File: src/rtl/core/ssmm_pkg.sv
package ssmm_pkg;

    // default widths of the sample and of the set counters
    localparam int SAMPLE_BITS_DEF = 16;
    localparam int COUNT_BITS_DEF  = 16;

    // fixed field widths of the configuration and result
    localparam int CFG_BITS    = 16;
    localparam int TOTAL_BITS  = 32;
    localparam int MEAN_BITS   = 24;
    localparam int MEDIAN_BITS = 17;
    localparam int MODE_BITS   = 16;
    localparam int FREQ_BITS   = 16;
    localparam int STATUS_BITS = 2;

    // mean divider: magnitude of the sum with eight fraction bits appended
    localparam int FRAC_BITS    = 8;
    localparam int DIV_BITS     = TOTAL_BITS + FRAC_BITS;
    localparam int DIV_CNT_BITS = $clog2(DIV_BITS);

    // saturation bounds of the mean, as quotient magnitudes
    localparam logic [DIV_BITS-1:0] MEAN_POS_LIMIT = DIV_BITS'((64'd1 << (MEAN_BITS - 1)) - 1);
    localparam logic [DIV_BITS-1:0] MEAN_NEG_LIMIT = DIV_BITS'(64'd1 << (MEAN_BITS - 1));
    localparam logic [MEAN_BITS-1:0] MEAN_POS_SAT  = {1'b0, {(MEAN_BITS-1){1'b1}}};
    localparam logic [MEAN_BITS-1:0] MEAN_NEG_SAT  = {1'b1, {(MEAN_BITS-1){1'b0}}};

    // summary queue between front and back
    localparam int QUEUE_DEPTH    = 2;
    localparam int QUEUE_PTR_BITS = $clog2(QUEUE_DEPTH);

    // result stream packing
    localparam int M_DATA_USED = TOTAL_BITS + MEAN_BITS + MEDIAN_BITS + MODE_BITS + FREQ_BITS;
    localparam int M_DATA_BITS = ((M_DATA_USED + 7) / 8) * 8;
    localparam int M_DATA_PAD  = M_DATA_BITS - M_DATA_USED;
    localparam int M_USER_BITS = STATUS_BITS + 1;

    typedef enum logic [STATUS_BITS-1:0] {
        MS_UNSORTED = 2'd0,
        MS_UNIQUE   = 2'd1,
        MS_SINGLE   = 2'd2,
        MS_SEVERAL  = 2'd3
    } mode_status_t;

    typedef enum logic {
        BK_IDLE,
        BK_DIVIDE
    } back_state_t;

    // one finished set, handed from front to back
    typedef struct packed {
        logic [TOTAL_BITS-1:0]  total;
        logic [MEDIAN_BITS-1:0] median_twice;
        logic                   is_sorted;
        logic [MODE_BITS-1:0]   mode_value;
        logic [FREQ_BITS-1:0]   mode_frequency;
        mode_status_t           mode_status;
        logic [CFG_BITS-1:0]    count;
    } set_rec_t;

    // one result beat
    typedef struct packed {
        logic [TOTAL_BITS-1:0]  total;
        logic [MEAN_BITS-1:0]   mean_q8;
        logic [MEDIAN_BITS-1:0] median_twice;
        logic                   is_sorted;
        logic [MODE_BITS-1:0]   mode_value;
        logic [FREQ_BITS-1:0]   mode_frequency;
        mode_status_t           mode_status;
    } result_t;

endpackage

File: src/rtl/core/ssmm_front.sv
module ssmm_front #(
    parameter int SAMPLE_BITS = ssmm_pkg::SAMPLE_BITS_DEF,
    parameter int COUNT_BITS  = ssmm_pkg::COUNT_BITS_DEF
) (
    input  logic                            aclk,
    input  logic                            aresetn,
    input  logic                            cfg_we,
    input  logic [ssmm_pkg::CFG_BITS-1:0]   cfg_wdata,
    input  logic                            s_tvalid,
    output logic                            s_tready,
    input  logic signed [SAMPLE_BITS-1:0]   sample,
    input  logic                            q_full,
    output logic                            q_push,
    output ssmm_pkg::set_rec_t              q_rec
);

    logic [ssmm_pkg::CFG_BITS-1:0]   count_reg;
    logic [ssmm_pkg::TOTAL_BITS-1:0] sum_reg, sum_next;
    logic [COUNT_BITS-1:0]           pos_reg, idx;
    logic signed [SAMPLE_BITS-1:0]   fm_reg, fm_next;
    logic signed [SAMPLE_BITS-1:0]   sm_reg, sm_next;
    logic                            have_prev_reg;
    logic                            order_ok_reg, ok_next;
    logic signed [SAMPLE_BITS-1:0]   run_value_reg, rv_next;
    logic [COUNT_BITS-1:0]           run_len_reg, rl_next;
    logic [COUNT_BITS-1:0]           best_len_reg, bl_next;
    logic signed [SAMPLE_BITS-1:0]   best_value_reg, bv_next;
    logic [COUNT_BITS-1:0]           tie_reg, tc_next;

    logic [ssmm_pkg::CFG_BITS-1:0]   n, mid1, mid2;
    logic                            fire, last;
    logic [COUNT_BITS-1:0]           bl_fin;
    logic signed [SAMPLE_BITS-1:0]   bv_fin;
    logic                            tc_one;
    ssmm_pkg::mode_status_t          status;

    assign s_tready = !q_full;
    assign fire     = s_tvalid && !q_full;
    assign q_push   = fire && last;

    // set size, middle indexes and sample index
    always_comb begin
        n    = (count_reg == '0) ? ssmm_pkg::CFG_BITS'(1) : count_reg;
        mid1 = ssmm_pkg::CFG_BITS'((17'(n) + 17'd1) >> 1);
        mid2 = n[0] ? mid1 : ssmm_pkg::CFG_BITS'((n >> 1) + ssmm_pkg::CFG_BITS'(1));
        idx  = pos_reg + COUNT_BITS'(1);
        last = (32'(idx) == 32'(n));
    end

    // per-sample update of sum, middles, order and runs
    always_comb begin
        sum_next = sum_reg + 32'(sample);
        fm_next  = (32'(idx) == 32'(mid1)) ? sample : fm_reg;
        sm_next  = (32'(idx) == 32'(mid2)) ? sample : sm_reg;
        ok_next  = order_ok_reg;
        rv_next  = run_value_reg;
        rl_next  = run_len_reg;
        bl_next  = best_len_reg;
        bv_next  = best_value_reg;
        tc_next  = tie_reg;
        if (!have_prev_reg) begin
            rv_next = sample;
            rl_next = COUNT_BITS'(1);
            bl_next = COUNT_BITS'(1);
            bv_next = sample;
            tc_next = COUNT_BITS'(1);
        end else begin
            if (sample < run_value_reg) begin
                ok_next = 1'b0;
            end
            if (sample == run_value_reg) begin
                rl_next = run_len_reg + COUNT_BITS'(1);
            end else begin
                if (run_len_reg > best_len_reg) begin
                    bl_next = run_len_reg;
                    bv_next = run_value_reg;
                    tc_next = COUNT_BITS'(1);
                end else if (run_len_reg == best_len_reg) begin
                    tc_next = tie_reg + COUNT_BITS'(1);
                end
                rv_next = sample;
                rl_next = COUNT_BITS'(1);
            end
        end
    end

    // close the open run and summarize the set
    always_comb begin
        if (rl_next > bl_next) begin
            bl_fin = rl_next;
            bv_fin = rv_next;
            tc_one = 1'b1;
        end else if (rl_next == bl_next) begin
            bl_fin = bl_next;
            bv_fin = bv_next;
            tc_one = (tc_next == '0);
        end else begin
            bl_fin = bl_next;
            bv_fin = bv_next;
            tc_one = (tc_next == COUNT_BITS'(1));
        end

        priority if (!ok_next) begin
            status = ssmm_pkg::MS_UNSORTED;
        end else if (bl_fin <= COUNT_BITS'(1)) begin
            status = ssmm_pkg::MS_UNIQUE;
        end else if (tc_one) begin
            status = ssmm_pkg::MS_SINGLE;
        end else begin
            status = ssmm_pkg::MS_SEVERAL;
        end

        q_rec.total          = sum_next;
        q_rec.median_twice   = ok_next ? ssmm_pkg::MEDIAN_BITS'(33'(fm_next) + 33'(sm_next))
                                       : '0;
        q_rec.is_sorted      = ok_next;
        q_rec.mode_value     = (status == ssmm_pkg::MS_SINGLE) ?
                               ssmm_pkg::MODE_BITS'(32'(bv_fin)) : '0;
        q_rec.mode_frequency = ok_next ? ssmm_pkg::FREQ_BITS'(32'(bl_fin)) : '0;
        q_rec.mode_status    = status;
        q_rec.count          = n;
    end

    // configuration register and set state
    always_ff @(posedge aclk) begin
        if (!aresetn) begin
            count_reg      <= ssmm_pkg::CFG_BITS'(1);
            sum_reg        <= '0;
            pos_reg        <= '0;
            fm_reg         <= '0;
            sm_reg         <= '0;
            have_prev_reg  <= 1'b0;
            order_ok_reg   <= 1'b1;
            run_value_reg  <= '0;
            run_len_reg    <= '0;
            best_len_reg   <= '0;
            best_value_reg <= '0;
            tie_reg        <= '0;
        end else begin
            if (cfg_we) begin
                count_reg <= cfg_wdata;
            end
            if (fire) begin
                if (last) begin
                    sum_reg        <= '0;
                    pos_reg        <= '0;
                    fm_reg         <= '0;
                    sm_reg         <= '0;
                    have_prev_reg  <= 1'b0;
                    order_ok_reg   <= 1'b1;
                    run_value_reg  <= '0;
                    run_len_reg    <= '0;
                    best_len_reg   <= '0;
                    best_value_reg <= '0;
                    tie_reg        <= '0;
                end else begin
                    sum_reg        <= sum_next;
                    pos_reg        <= idx;
                    fm_reg         <= fm_next;
                    sm_reg         <= sm_next;
                    have_prev_reg  <= 1'b1;
                    order_ok_reg   <= ok_next;
                    run_value_reg  <= rv_next;
                    run_len_reg    <= rl_next;
                    best_len_reg   <= bl_next;
                    best_value_reg <= bv_next;
                    tie_reg        <= tc_next;
                end
            end
        end
    end

    // a set that ends starts the next one from scratch
    a_set_restart: assert property (@(posedge aclk) disable iff (!aresetn)
        q_push |=> (pos_reg == '0) && !have_prev_reg && order_ok_reg)
        else $error("set state not cleared after last sample");

    // a beat that does not end the set leaves a previous sample behind
    a_prev_kept: assert property (@(posedge aclk) disable iff (!aresetn)
        (fire && !last) |=> have_prev_reg)
        else $error("previous sample lost inside a set");

endmodule

File: src/rtl/core/ssmm_fifo.sv
module ssmm_fifo (
    input  logic               aclk,
    input  logic               aresetn,
    input  logic               push,
    input  ssmm_pkg::set_rec_t din,
    output logic               full,
    input  logic               pop,
    output logic               empty,
    output ssmm_pkg::set_rec_t dout
);

    ssmm_pkg::set_rec_t                   mem [ssmm_pkg::QUEUE_DEPTH];
    logic [ssmm_pkg::QUEUE_PTR_BITS-1:0]  wr_ptr_reg;
    logic [ssmm_pkg::QUEUE_PTR_BITS-1:0]  rd_ptr_reg;
    logic [ssmm_pkg::QUEUE_PTR_BITS:0]    fill_reg;

    assign full  = (fill_reg == (ssmm_pkg::QUEUE_PTR_BITS + 1)'(ssmm_pkg::QUEUE_DEPTH));
    assign empty = (fill_reg == '0);
    assign dout  = mem[rd_ptr_reg];

    // storage, no reset
    always_ff @(posedge aclk) begin
        if (push) begin
            mem[wr_ptr_reg] <= din;
        end
    end

    // pointers and fill level
    always_ff @(posedge aclk) begin
        if (!aresetn) begin
            wr_ptr_reg <= '0;
            rd_ptr_reg <= '0;
            fill_reg   <= '0;
        end else begin
            if (push) begin
                wr_ptr_reg <= wr_ptr_reg + ssmm_pkg::QUEUE_PTR_BITS'(1);
            end
            if (pop) begin
                rd_ptr_reg <= rd_ptr_reg + ssmm_pkg::QUEUE_PTR_BITS'(1);
            end
            if (push && !pop) begin
                fill_reg <= fill_reg + (ssmm_pkg::QUEUE_PTR_BITS + 1)'(1);
            end else if (pop && !push) begin
                fill_reg <= fill_reg - (ssmm_pkg::QUEUE_PTR_BITS + 1)'(1);
            end
        end
    end

    a_no_overflow: assert property (@(posedge aclk) disable iff (!aresetn)
        !(push && full))
        else $error("summary queue overflow");

    a_no_underflow: assert property (@(posedge aclk) disable iff (!aresetn)
        !(pop && empty))
        else $error("summary queue underflow");

endmodule

File: src/rtl/core/ssmm_div.sv
module ssmm_div (
    input  logic                              aclk,
    input  logic                              aresetn,
    input  logic                              start,
    input  logic [ssmm_pkg::DIV_BITS-1:0]     dividend,
    input  logic [ssmm_pkg::CFG_BITS-1:0]     divisor,
    output logic                              done,
    output logic [ssmm_pkg::DIV_BITS-1:0]     quotient
);

    logic                                busy_reg;
    logic                                done_reg;
    logic [ssmm_pkg::DIV_CNT_BITS-1:0]   cnt_reg;
    logic [ssmm_pkg::CFG_BITS-1:0]       rem_reg, rem_next;
    logic [ssmm_pkg::CFG_BITS-1:0]       dsr_reg;
    logic [ssmm_pkg::DIV_BITS-1:0]       quo_reg;
    logic [ssmm_pkg::CFG_BITS:0]         trial;
    logic                                ge;

    assign done     = done_reg;
    assign quotient = quo_reg;

    // one restoring step: shift in the next dividend bit, subtract if it fits
    always_comb begin
        trial    = {rem_reg, quo_reg[ssmm_pkg::DIV_BITS-1]};
        ge       = (trial >= {1'b0, dsr_reg});
        rem_next = ge ? ssmm_pkg::CFG_BITS'(trial - {1'b0, dsr_reg})
                      : ssmm_pkg::CFG_BITS'(trial);
    end

    // control
    always_ff @(posedge aclk) begin
        if (!aresetn) begin
            busy_reg <= 1'b0;
            done_reg <= 1'b0;
            cnt_reg  <= '0;
        end else if (start) begin
            busy_reg <= 1'b1;
            done_reg <= 1'b0;
            cnt_reg  <= '0;
        end else if (busy_reg) begin
            cnt_reg <= cnt_reg + ssmm_pkg::DIV_CNT_BITS'(1);
            if (cnt_reg == ssmm_pkg::DIV_CNT_BITS'(ssmm_pkg::DIV_BITS - 1)) begin
                busy_reg <= 1'b0;
                done_reg <= 1'b1;
            end
        end
    end

    // datapath, quotient bits replace dividend bits from the bottom
    always_ff @(posedge aclk) begin
        if (start) begin
            rem_reg <= '0;
            dsr_reg <= divisor;
            quo_reg <= dividend;
        end else if (busy_reg) begin
            rem_reg <= rem_next;
            quo_reg <= {quo_reg[ssmm_pkg::DIV_BITS-2:0], ge};
        end
    end

    a_done_drops: assert property (@(posedge aclk) disable iff (!aresetn)
        start |=> !done_reg && busy_reg)
        else $error("divider did not restart");

endmodule

File: src/rtl/core/ssmm_back.sv
module ssmm_back (
    input  logic               aclk,
    input  logic               aresetn,
    input  logic               q_empty,
    input  ssmm_pkg::set_rec_t q_rec,
    output logic               q_pop,
    output logic               m_tvalid,
    input  logic               m_tready,
    output ssmm_pkg::result_t  result
);

    ssmm_pkg::back_state_t               state_reg, state_next;
    ssmm_pkg::set_rec_t                  rec_reg;
    ssmm_pkg::result_t                   out_reg;
    logic                                m_tvalid_reg;
    logic                                div_start, div_done, load_out;
    logic [ssmm_pkg::TOTAL_BITS-1:0]     mag;
    logic [ssmm_pkg::DIV_BITS-1:0]       quo, quo_neg;
    logic [ssmm_pkg::MEAN_BITS-1:0]      mean;

    assign m_tvalid = m_tvalid_reg;
    assign result   = out_reg;

    // magnitude of the sum, scaled by 256, goes to the divider
    assign mag = q_rec.total[ssmm_pkg::TOTAL_BITS-1] ? (~q_rec.total + ssmm_pkg::TOTAL_BITS'(1))
                                                     : q_rec.total;

    ssmm_div u_div (
        .aclk     (aclk),
        .aresetn  (aresetn),
        .start    (div_start),
        .dividend ({mag, ssmm_pkg::FRAC_BITS'(0)}),
        .divisor  (q_rec.count),
        .done     (div_done),
        .quotient (quo)
    );

    // signed, saturated mean from the magnitude quotient
    always_comb begin
        quo_neg = ~quo + ssmm_pkg::DIV_BITS'(1);
        if (rec_reg.total[ssmm_pkg::TOTAL_BITS-1]) begin
            mean = (quo > ssmm_pkg::MEAN_NEG_LIMIT) ? ssmm_pkg::MEAN_NEG_SAT
                                                    : quo_neg[ssmm_pkg::MEAN_BITS-1:0];
        end else begin
            mean = (quo > ssmm_pkg::MEAN_POS_LIMIT) ? ssmm_pkg::MEAN_POS_SAT
                                                    : quo[ssmm_pkg::MEAN_BITS-1:0];
        end
    end

    // sequencer: take a summary, divide, hand the result to the output register
    always_comb begin
        state_next = state_reg;
        q_pop      = 1'b0;
        div_start  = 1'b0;
        load_out   = 1'b0;
        unique case (state_reg)
            ssmm_pkg::BK_IDLE: begin
                if (!q_empty) begin
                    q_pop      = 1'b1;
                    div_start  = 1'b1;
                    state_next = ssmm_pkg::BK_DIVIDE;
                end
            end
            ssmm_pkg::BK_DIVIDE: begin
                if (div_done && (!m_tvalid_reg || m_tready)) begin
                    load_out   = 1'b1;
                    state_next = ssmm_pkg::BK_IDLE;
                end
            end
            default: begin
                state_next = ssmm_pkg::BK_IDLE;
            end
        endcase
    end

    always_ff @(posedge aclk) begin
        if (!aresetn) begin
            state_reg    <= ssmm_pkg::BK_IDLE;
            m_tvalid_reg <= 1'b0;
        end else begin
            state_reg <= state_next;
            if (load_out) begin
                m_tvalid_reg <= 1'b1;
            end else if (m_tready) begin
                m_tvalid_reg <= 1'b0;
            end
        end
    end

    // summary and result payload
    always_ff @(posedge aclk) begin
        if (q_pop) begin
            rec_reg <= q_rec;
        end
        if (load_out) begin
            out_reg.total          <= rec_reg.total;
            out_reg.mean_q8        <= mean;
            out_reg.median_twice   <= rec_reg.median_twice;
            out_reg.is_sorted      <= rec_reg.is_sorted;
            out_reg.mode_value     <= rec_reg.mode_value;
            out_reg.mode_frequency <= rec_reg.mode_frequency;
            out_reg.mode_status    <= rec_reg.mode_status;
        end
    end

    a_wait_divider: assert property (@(posedge aclk) disable iff (!aresetn)
        (state_reg == ssmm_pkg::BK_DIVIDE && !div_done) |=> state_reg == ssmm_pkg::BK_DIVIDE)
        else $error("back end left division early");

endmodule

File: src/rtl/core/sorted_stream_mean_median_mode_unit.sv
// channel  | dir | ports                         | contents
// sample   | in  | s_tvalid s_tready s_tdata     | sample
// result   | out | m_tvalid m_tready m_tdata     | total, mean_q8, median_twice,
//          |     | m_tuser                       | mode_value, mode_frequency;
//          |     |                               | is_sorted, mode_status
// config   | in  | cfg_we cfg_wdata              | sample_count
//
// one sample beat per cycle while s_tready is high; the front updates sum,
// middles and runs for each beat; the result of a set waits for the
// one-bit-per-cycle mean divider (40 steps) in the back end
// a two-entry summary queue lets the front keep taking samples of later sets
// while the back divides; s_tready drops only when both entries are waiting
// synchronous active-low reset clears all set state and sets sample_count to 1
module sorted_stream_mean_median_mode_unit #(
    parameter int SAMPLE_BITS = ssmm_pkg::SAMPLE_BITS_DEF,
    parameter int COUNT_BITS  = ssmm_pkg::COUNT_BITS_DEF
) (
    input  logic                                aclk,
    input  logic                                aresetn,
    input  logic                                cfg_we,
    input  logic [ssmm_pkg::CFG_BITS-1:0]       cfg_wdata,
    input  logic                                s_tvalid,
    output logic                                s_tready,
    // sample
    input  logic [((SAMPLE_BITS+7)/8)*8-1:0]    s_tdata,
    output logic                                m_tvalid,
    input  logic                                m_tready,
    // total, mean_q8, median_twice, mode_value, mode_frequency, zero pad
    output logic [ssmm_pkg::M_DATA_BITS-1:0]    m_tdata,
    // is_sorted, mode_status
    output logic [ssmm_pkg::M_USER_BITS-1:0]    m_tuser
);

    logic                          q_full, q_empty, q_push, q_pop;
    ssmm_pkg::set_rec_t            rec_in, rec_out;
    ssmm_pkg::result_t             result;
    logic signed [SAMPLE_BITS-1:0] sample;

    assign sample = s_tdata[SAMPLE_BITS-1:0];

    ssmm_front #(
        .SAMPLE_BITS (SAMPLE_BITS),
        .COUNT_BITS  (COUNT_BITS)
    ) u_front (
        .aclk      (aclk),
        .aresetn   (aresetn),
        .cfg_we    (cfg_we),
        .cfg_wdata (cfg_wdata),
        .s_tvalid  (s_tvalid),
        .s_tready  (s_tready),
        .sample    (sample),
        .q_full    (q_full),
        .q_push    (q_push),
        .q_rec     (rec_in)
    );

    ssmm_fifo u_fifo (
        .aclk    (aclk),
        .aresetn (aresetn),
        .push    (q_push),
        .din     (rec_in),
        .full    (q_full),
        .pop     (q_pop),
        .empty   (q_empty),
        .dout    (rec_out)
    );

    ssmm_back u_back (
        .aclk     (aclk),
        .aresetn  (aresetn),
        .q_empty  (q_empty),
        .q_rec    (rec_out),
        .q_pop    (q_pop),
        .m_tvalid (m_tvalid),
        .m_tready (m_tready),
        .result   (result)
    );

    // result beat packing, lowest field first
    assign m_tdata = {ssmm_pkg::M_DATA_PAD'(0), result.mode_frequency, result.mode_value,
                      result.median_twice, result.mean_q8, result.total};
    assign m_tuser = {result.mode_status, result.is_sorted};

endmodule
File: config.mk
export PLATFORM = sky130hd
export DESIGN_NAME = sorted_stream_mean_median_mode_unit
export DESIGN_NICKNAME = d
export VERILOG_FILES = /design/src/rtl/core/ssmm_pkg.sv /design/src/rtl/core/ssmm_front.sv /design/src/rtl/core/ssmm_fifo.sv /design/src/rtl/core/ssmm_div.sv /design/src/rtl/core/ssmm_back.sv /design/src/rtl/core/sorted_stream_mean_median_mode_unit.sv
export SDC_FILE = /design/constraint.sdc
export NUM_CORES = 1
export LEC_CHECK = 0
export BUFFER_PORTS_ARGS = -buffer_cell sky130_fd_sc_hd__buf_2
export CAP_MARGIN = 30
export CORE_MARGIN = 5
export CORE_UTILIZATION = 50
export CTS_BUF_LIST = sky130_fd_sc_hd__clkbuf_8
export DETAILED_ROUTE_END_ITERATION = 16
export PLACE_DENSITY_LB_ADDON = 0.25
export SLEW_MARGIN = 20
export SYNTH_ARGS = -nofsm -noshare
export SYNTH_HDL_FRONTEND = slang
export SYNTH_HIERARCHICAL = 1
export SYNTH_SLANG_ARGS = --single-unit
File: constraint.sdc
create_clock -name aclk -period 12.3 [get_ports aclk]
set_clock_uncertainty 0.1 [all_clocks]
set_input_delay 2.46 -clock aclk [delete_from_list [all_inputs] [get_ports aclk]]
set_output_delay 2.46 -clock aclk [all_outputs]
set_load 0.05 [all_outputs]
## After elaboration in Yosys (flattened, before gate mapping)

Memories as Yosys holds them, arrays and structs flattened. A register that Yosys moved wholly into a read port is not among the register bits.
Cells that the tools add are included.

- Flip-flop bits (word level): 456
- Latch bits: 0
- RAM bits: 200
- ROM bits: 0
- Bits of input ports: 37
- Output and inout port bits: 117
- Word-level logic and storage cells: 157
- Memories kept: 1

Memories:

| name | depth | bits a word | read ports | clocked after memory_dff | wr ports | line | source |
|---|---|---|---|---|---|---|---|
| u_fifo.mem | 2 | 100 | 1 | 1 | 1 | ssmm_fifo.sv:12 | `ssmm_pkg::set_rec_t mem [ssmm_pkg::QUEUE_DEPTH];` |

- $add $sub $neg: 15
- $mul: 0
- Divide/modulo/power cells: 0
- Magnitude comparators: 7
- Eq/ne operators: 10
- Shift-type cells: 0
- Multiplexer cells: 65
- Bitwise logic cells: 4
- Reductions and logical operators: 18

Operators by type and width:

| operator | number |
|---|---|
| 16-bit two-way mux | 31 |
| 16-bit == test | 6 |
| 40-bit two-way mux | 2 |
| 24-bit two-way mux | 3 |
| 32-bit two-way mux | 2 |
| 16-bit by 1-bit adder with 16-bit output, second input constant | 3 |
| 40-bit by 23-bit greater-than comparator with 1-bit output, second input constant | 1 |
| 40-bit by 24-bit greater-than comparator with 1-bit output, second input constant | 1 |
| 32-bit by 1-bit adder with 32-bit output, second input constant | 1 |
| 32-bit adder | 1 |
| 16-bit greater-than comparator | 2 |
| 16-bit logical NOT | 2 |
| 32-bit inverter | 1 |
| 24-bit by 1-bit adder with 24-bit output, second input constant | 1 |
| 24-bit inverter | 1 |
| 1-bit two-way mux | 21 |
| 16-bit by 1-bit adder with 17-bit output, second input constant | 1 |
| 16-bit by 16-bit adder with 17-bit output | 1 |
| 17-bit by 16-bit greater-or-equal comparator with 1-bit output | 1 |
| 17-bit two-way mux | 1 |
| 15-bit by 1-bit adder with 16-bit output, second input constant | 1 |
| 16-bit by 1-bit == test with 1-bit output, second input constant | 1 |
| 16-bit by 1-bit <= comparator with 1-bit output, second input constant | 1 |
| 16-bit < comparator | 1 |
| other kinds (17) | 32 |

## Longest topological paths before layout

Gate-level depths: netlist of run 1.

- Depth after elaboration: 13
- Gate-level depth with buffers: 26
- Mapped depth without buffers: 23

## Hierarchy

Netlist of run 1, hierarchy kept.

By module, submodules not included:

| module | instances | cells each | area each (µm²) | sequential area each (µm²) |
|---|---|---|---|---|
| ssmm_front | 1 | 1887 | 14766.7 | 3563.4 |
| ssmm_fifo | 1 | 333 | 7470.9 | 6105.9 |
| ssmm_back | 1 | 439 | 7349.5 | 5805.6 |
| ssmm_div | 1 | 367 | 4256.6 | 2162.1 |
| sorted_stream_mean_median_mode_unit | 1 | 8 | 56.3 | 0.0 |

## Least setup slack after synthesis of run 1

OpenSTA, ideal clock, no wires.

- Path type: input-to-reg
- Start: input port s_tvalid
- End: memory u_fifo/mem[0][0] in the netlist's numbering (enable)
- Setup time: 0.572 ns
- Data arrival time: 7.693 ns
- Required time: 11.628 ns
- Path slack: 3.935 ns
- Stages on the path: 5
- Path buffers: 2
- Cell sequence: nand2_1 > clkbuf_1 > clkbuf_1 > nor2_1 > nor2b_1

- Cells in the longest elaborated chain, start to end: 4

RTL lines:

| item | line | source |
|---|---|---|
| from (decl) | sorted_stream_mean_median_mode_unit.sv:22 | `input logic s_tvalid,` |
| 1-bit logical AND | ssmm_front.sv:38 | `assign fire = s_tvalid && !q_full;` |
| 1-bit logical AND | ssmm_front.sv:39 | `assign q_push = fire && last;` |
| via q_push | sorted_stream_mean_median_mode_unit.sv:34 | `logic q_full, q_empty, q_push, q_pop;` |
| 1-bit two-way mux | ssmm_fifo.sv:23 | `if (push) begin` |
| 1-bit two-way mux (not written as such) | ssmm_fifo.sv:24 | `mem[wr_ptr_reg] <= din;` |
| to (decl) | ssmm_fifo.sv:12 |  |

The timed path passes the listed nets, and every way through them passes these cells.

==> flow_metrics.tcl, run 1 <==
set metrics [dict create \
    rsz0062_at_grt "no" \
    die_w_um 270 \
    highest_layer "met5" \
    synth_ff_type "edfxtp_1" \
    wl_per_cell_um 21.3 \
    slew_viol_final 0 \
    min_path_type "reg -> reg" \
    start_util_pct 50.5 \
    globalplace.congestion 0.913 \
    grt_max_degree 74 \
    antenna_found_initial 1 \
    crit_required_ns 12.62 \
    wl_met2_mm 40.4 \
    cts_tree "built" \
    ir_drop_v 0.000168 \
    drv_cap 0 \
    ctsLongestPathBuffers 3 \
    met1Wirelength_mm 39.8 \
    crit_path_end_kind "flip-flop" \
    syn_to_final_growth_pct 10.1 \
    worstSetupStartpointType "input pin" \
    dr_wl_met3_mm 5.17 \
    drc 0 \
    synthCells 3034 \
    die_y_um 270 \
    root_buffer "clkbuf_8" \
    worst_pin_slew_ns 1.03 \
    grt_pass1_wl_mm 136 \
    finalHoldViolations 0 \
    status "complete, no violations" \
    cts-resized-gates 0 \
    cts_buffers 108 \
    cts_max_level 3 \
    critPathKind "in -> reg" \
    syn_area_um2 33900 \
    final_cell_mix "edfxtp_1 (448), dfxtp_1 (207), nand2_1 (181)" \
    grt.total_usage_pct 23.1 \
    first_pass_iters 6 \
    min_period_ns 8.48 \
    fillers 5704 \
    synth_top_family_by_area "simple AND/OR/NAND/NOR gates" \
    ctsHoldBuffers 0 \
    max_slew_margin_pct 31.3 \
    ys_async_sr_fraction_pct 0 \
    synth_fa_ha_area_share_pct 4.57 \
    postRouteAntennaNets 0 \
    drt-initial-drc-count 1860 \
    coreArea_um2 67200 \
    portBuffers 146 \
    largest_register_ffs 200 \
    vias_per_cell 5.95 \
    avgSynthCellArea_um2 11.2 \
    synth_compound_area_share_pct 13.2 \
    synthMuxAreaShare_pct 7.23 \
    layout-drive-gt1-share_pct 17.8 \
    fin_total_pwr_mw 6.91 \
    clk_latency_ns 0.72 \
    synth_enable_flop_cells 448 \
    post_cts_buffers 0 \
    final.setup.tns_ns 0 \
    p_leak_nw 13.7 \
    antenna_cells 0 \
    ys_ff_latch 657 \
    fin_crit_sh_pct 69.0 \
    worst_ep_arrival_time_ns 8.81 \
    finalNetCount 3297 \
    yosys.area_share.simple_pct 14.6 \
    rows 95 \
    overflow 0 \
    synthXorXnorAreaFrac_pct 4.34 \
    power-per-cell-area_nw_per_um2 185 \
    final-setup-viol-count 0 \
    wirelength_mm 87.5 \
    dp_hpwl_mm 59.0 \
    seq_area_frac_synth_pct 52.0 \
    final_common_cell "edfxtp_1" \
    cts.sinks 657 \
    grt_pass1_vias 24100 \
    yosysWarningCount 6 \
    die-area_um2 73100 \
    fmax_mhz 118 \
    io_pins 154 \
    synth_cell_type_count 115 \
    clkTransAtPathRegs_ns 0.06 \
    critPathMaxFanout 40 \
    vias 24400 \
]
[worst max-delay path, stage by stage]
cell and delay, ns:
buf_2 0.50, ha_1 0.29, nand4_1 0.21, or2_2 0.43, o21a_1 0.42, nand2_2 0.40
buf_4 0.54, mux2i_1 0.18, nand2b_1 0.18, ha_1 0.33, o21a_1 0.11, o21ai_0 0.07
a211oi_1 0.23, o31a_2 0.57, buf_4 0.49, a311oi_1 0.10, a31oi_1 0.22, nand3_1 0.18
o31ai_4 0.51, buf_6 0.26, nor3_1 0.08
[metrics by stage]
stage	instance area, um^2	utilization [%]	setup slack [ns]	cells	hold WS (ns)
final	37300	55.6	3.82	4103	0.312
after global routing	37300	55.6	3.47	4103	0.321
after CTS	37300	55.6	3.92	4103	0.313
after detailed placement	35200	52.4	3.14	3901	0.305
after global placement	35100	52.2	2.91	3895	0.301
after floorplan	33900	-	3.93	3047	0.300
[path summary, 6_finish.rpt]
| kind | from | end | slack (ns) | cells after the start |
|---|---|---|---|---|
| worst max register to register | u_front/run_len_reg[5] | u_fifo/mem[0][49] | 5.19 | 22 |
| worst min register to register | u_back/rec_reg[43] | u_back/result[27] | 0.31 | 0 |
| worst max-delay path | s_tdata[15] | u_fifo/mem[0][49] | 3.82 | 21 |
| worst min-delay path | u_back/rec_reg[43] | u_back/result[27] | 0.31 | 0 |
[cell usage after synthesis, types with 44 or more instances]
cell / number / area (um^2)
nor2b_1: 125 / 782
a21oi_1: 119 / 596
dfxtp_1: 209 / 4180
nor3_1: 55 / 275
xnor2_1: 101 / 885
nand3_1: 120 / 601
clkbuf_1: 118 / 443
edfxtp_1: 448 / 13500
mux2i_1: 51 / 510
inv_1: 100 / 375
xor2_1: 47 / 412
ha_1: 119 / 1490
nor2_1: 179 / 672
nand2_1: 183 / 687
nand4_1: 49 / 307
a22oi_1: 81 / 608
mux2_2: 171 / 1930
a21boi_0: 44 / 330
o21ai_0: 98 / 490
[layer usage]
metal | GRT usage, % | up-vias
li1 | - | 11500
met1 | 32.4 | 12000
met2 | 37.3 | 828
met3 | 3.60 | 141
met4 | 7.02 | 2
met5 | 0 | -
[final cells by class]
class,instances,area [um^2],share of cell area (%)
Clock buffer,115,1580,4.24
Clock inverter,87,589,1.58
Inverter,102,383,1.03
Multi-Input combinational cell,2088,15000,40.2
Sequential cell,657,17600,47.3
Tap cell,873,1090,2.93
Timing Repair Buffer,181,1030,2.75
[report_power, final]
group | internal (mW) | switching [mW] | leakage [nW]
Combinational | 0.730 | 1.23 | 6.63
Sequential | 2.85 | 0.218 | 5.83
Clock | 1.02 | 0.877 | 1.27
Total | 4.59 | 2.32 | 13.7
[logic make-up after synthesis]
group,after synthesis
AO/OA/AOI/OAI,635
XOR/XNOR,156
adder cells (fa/ha/maj),122
buffers and inverters,302
flip-flops,657
multiplexers,223
other,2
AND/OR/NAND/NOR,937
(Power assumes the default switching activity.)
==> run 2, diff against run 1 <==
- clock period: 12.3 -> 7.75 ns (I/O delays scaled with it)
==> run 2 against run 1 <==
  * Critical path depth grew 1
  * Wire length fell by 1.0%
  * Count of clock-buffer cells in the layout grew 12
  * Sequential cell count stayed put
  * Via count is 0.29% lower
  * Core utilization is 0.35 points higher
  * Total power rose by 62%
  * Critical path type is now reg -> reg
  * Critical endpoint is now u_fifo/mem[1][67]
==> flow_metrics.tcl, run 2 (synthesized netlist as in run 1, its figures left out) <==
set metrics [dict create \
    status "complete, no violations" \
    r2r-start "u_front/pos_reg[0]" \
    overflow 0 \
    multi_input_area_um2 15000 \
    critPathMaxStageDelay_ns 0.59 \
    portBuffers 146 \
    postRouteAntennaNets 0 \
    grt.total_usage_pct 22.9 \
    cts-resized-gates 0 \
    final-setup-viol-count 0 \
    worstSetupStartpointType "flip-flop" \
    vias_per_cell 5.92 \
    ctsHoldBuffers 0 \
    cts_buffers 110 \
    clk_latency_ns 0.75 \
    max_slew_margin_pct 41.0 \
    power-per-cell-area_nw_per_um2 298 \
    wirelength_mm 86.6 \
    die-area_um2 73100 \
    cts.sinks 657 \
    seq_area_um2 17600 \
    critPathKind "reg -> reg" \
    fin_crit_sh_pct 88.8 \
    fin_total_pwr_mw 11.2 \
    final_common_cell "edfxtp_1" \
    rows 95 \
    final.setup.tns_ns 0 \
    die_y_um 270 \
    syn_to_final_growth_pct 10.8 \
    dp_hpwl_mm 58.6 \
    ir_drop_v 0.000234 \
    ff2ff_setup_slack_ns 0.86 \
    finalHoldViolations 0 \
    critPathTopFamily "compound AO/OA/AOI/OAI gates" \
    globalplace.congestion 0.934 \
    slowest_stage "or4_1" \
    root_buffer "clkbuf_8" \
    p_leak_nw 13.8 \
    first_pass_iters 6 \
    coreArea_um2 67200 \
    wl_per_cell_um 21.1 \
    cts_max_level 3 \
    grt_pass1_wl_mm 135 \
    worst-path-buf-inv 1 \
    clkTransAtPathRegs_ns 0.07 \
    finalNetCount 3302 \
    fillers 5581 \
    io_pins 154 \
    dpl_cell_area_um2 35200 \
    path_cells "ha_1, nand4_1, or4_1, xor2_1, nand3_1, or3_1, a32o_1, nor4_4, buf_4, mux2_2, ha_1, fa_1, a21o_1, a21oi_1, o21bai_1, a21oi_1, o21bai_1, a41oi_1, a21oi_1, a31oi_1, nor2b_1, o41ai_1" \
    design_area_um2 37600 \
    slew_viol_final 0 \
    worst_ep_arrival_time_ns 7.27 \
    drc 0 \
    postLayoutCoreUtil_pct 55.9 \
    drv_cap 0 \
    crit_path_end_kind "flip-flop" \
    largest_register_ffs 200 \
    critPathMaxFanout 17 \
    fmax_mhz 145 \
    cp_common_cell "a21oi_1" \
    vias 24400 \
    ctsLongestPathBuffers 3 \
    grt_max_degree 123 \
    post_cts_buffers 0 \
    antenna_found_initial 1 \
    min_path_type "reg -> reg" \
    holdCritStartpoint "u_back/rec_reg[47]" \
    rsz0062_at_grt "no" \
    final_cell_mix "edfxtp_1 (448), dfxtp_1 (207), nand2_1 (181)" \
    layout-drive-gt1-share_pct 18.6 \
    worst_pin_slew_ns 0.885 \
    die_w_um 270 \
    start_util_pct 50.5 \
    cts_tree "built" \
    drt-initial-drc-count 1989 \
    crit_required_ns 8.14 \
    startpoint "u_front/pos_reg[0]" \
    min_period_ns 6.89 \
    grt_pass1_vias 23800 \
]
[run 2: area by class of cell]
class	instances	area share, %
diodes	1	0.00666
multi-input cells	2088	40.0
clock inverters	82	1.67
well taps	873	2.91
clock buffers	127	4.65
repair buffers	184	2.81
inverters	102	1.02
flip-flops and latches	657	47.0
[run 2: stage by stage]
stage / hold slack, ns / setup WS, ns / std cells
6_report: 0.318 / 0.864 / 4114
5_1_grt: 0.324 / 0.408 / 4114
4_1_cts: 0.316 / 0.896 / 4111
3_5_place_dp: 0.305 / 0.755 / 3902
3_3_place_gp: 0.304 / 0.824 / 3901
2_1_floorplan: 0.300 / 0.598 / 3047
[run 2: worst paths after layout]
kind / end / cells after the start
max: u_fifo/mem[1][67] / 22
max reg2reg: u_fifo/mem[1][67] / 22
min: u_back/result[31] / 0
min reg2reg: u_back/result[31] / 0
[run 2: worst reg2reg max path: cells and delay by family (launching register included)]
kind | cells | cell delay, ns
compound gates | 10 | 2.28
simple gates | 6 | 1.70
fa+ha+maj | 3 | 0.95
flops | 1 | 0.51
mux | 1 | 0.39
xor+xnor | 1 | 0.35
buf+inv | 1 | 0.35
[run 2: power by group]
group	leakage [nW]	internal, mW	total (mW)	switching (mW)
logic	6.64	1.16	3.09	1.93
registers	5.83	4.52	4.87	0.355
clock network	1.36	1.79	3.25	1.46
total	13.8	7.47	11.2	3.74
[run 2: metal layers]
metal  global-route usage (%)  up-vias  part of all wire (%)
met2                     36.7      851                    46
met4                     7.63        0                   2.9
met5                        0        -                     0
li1                         -    11500                     -
met1                     31.8    11900                    45
met3                     3.78      151                   6.3
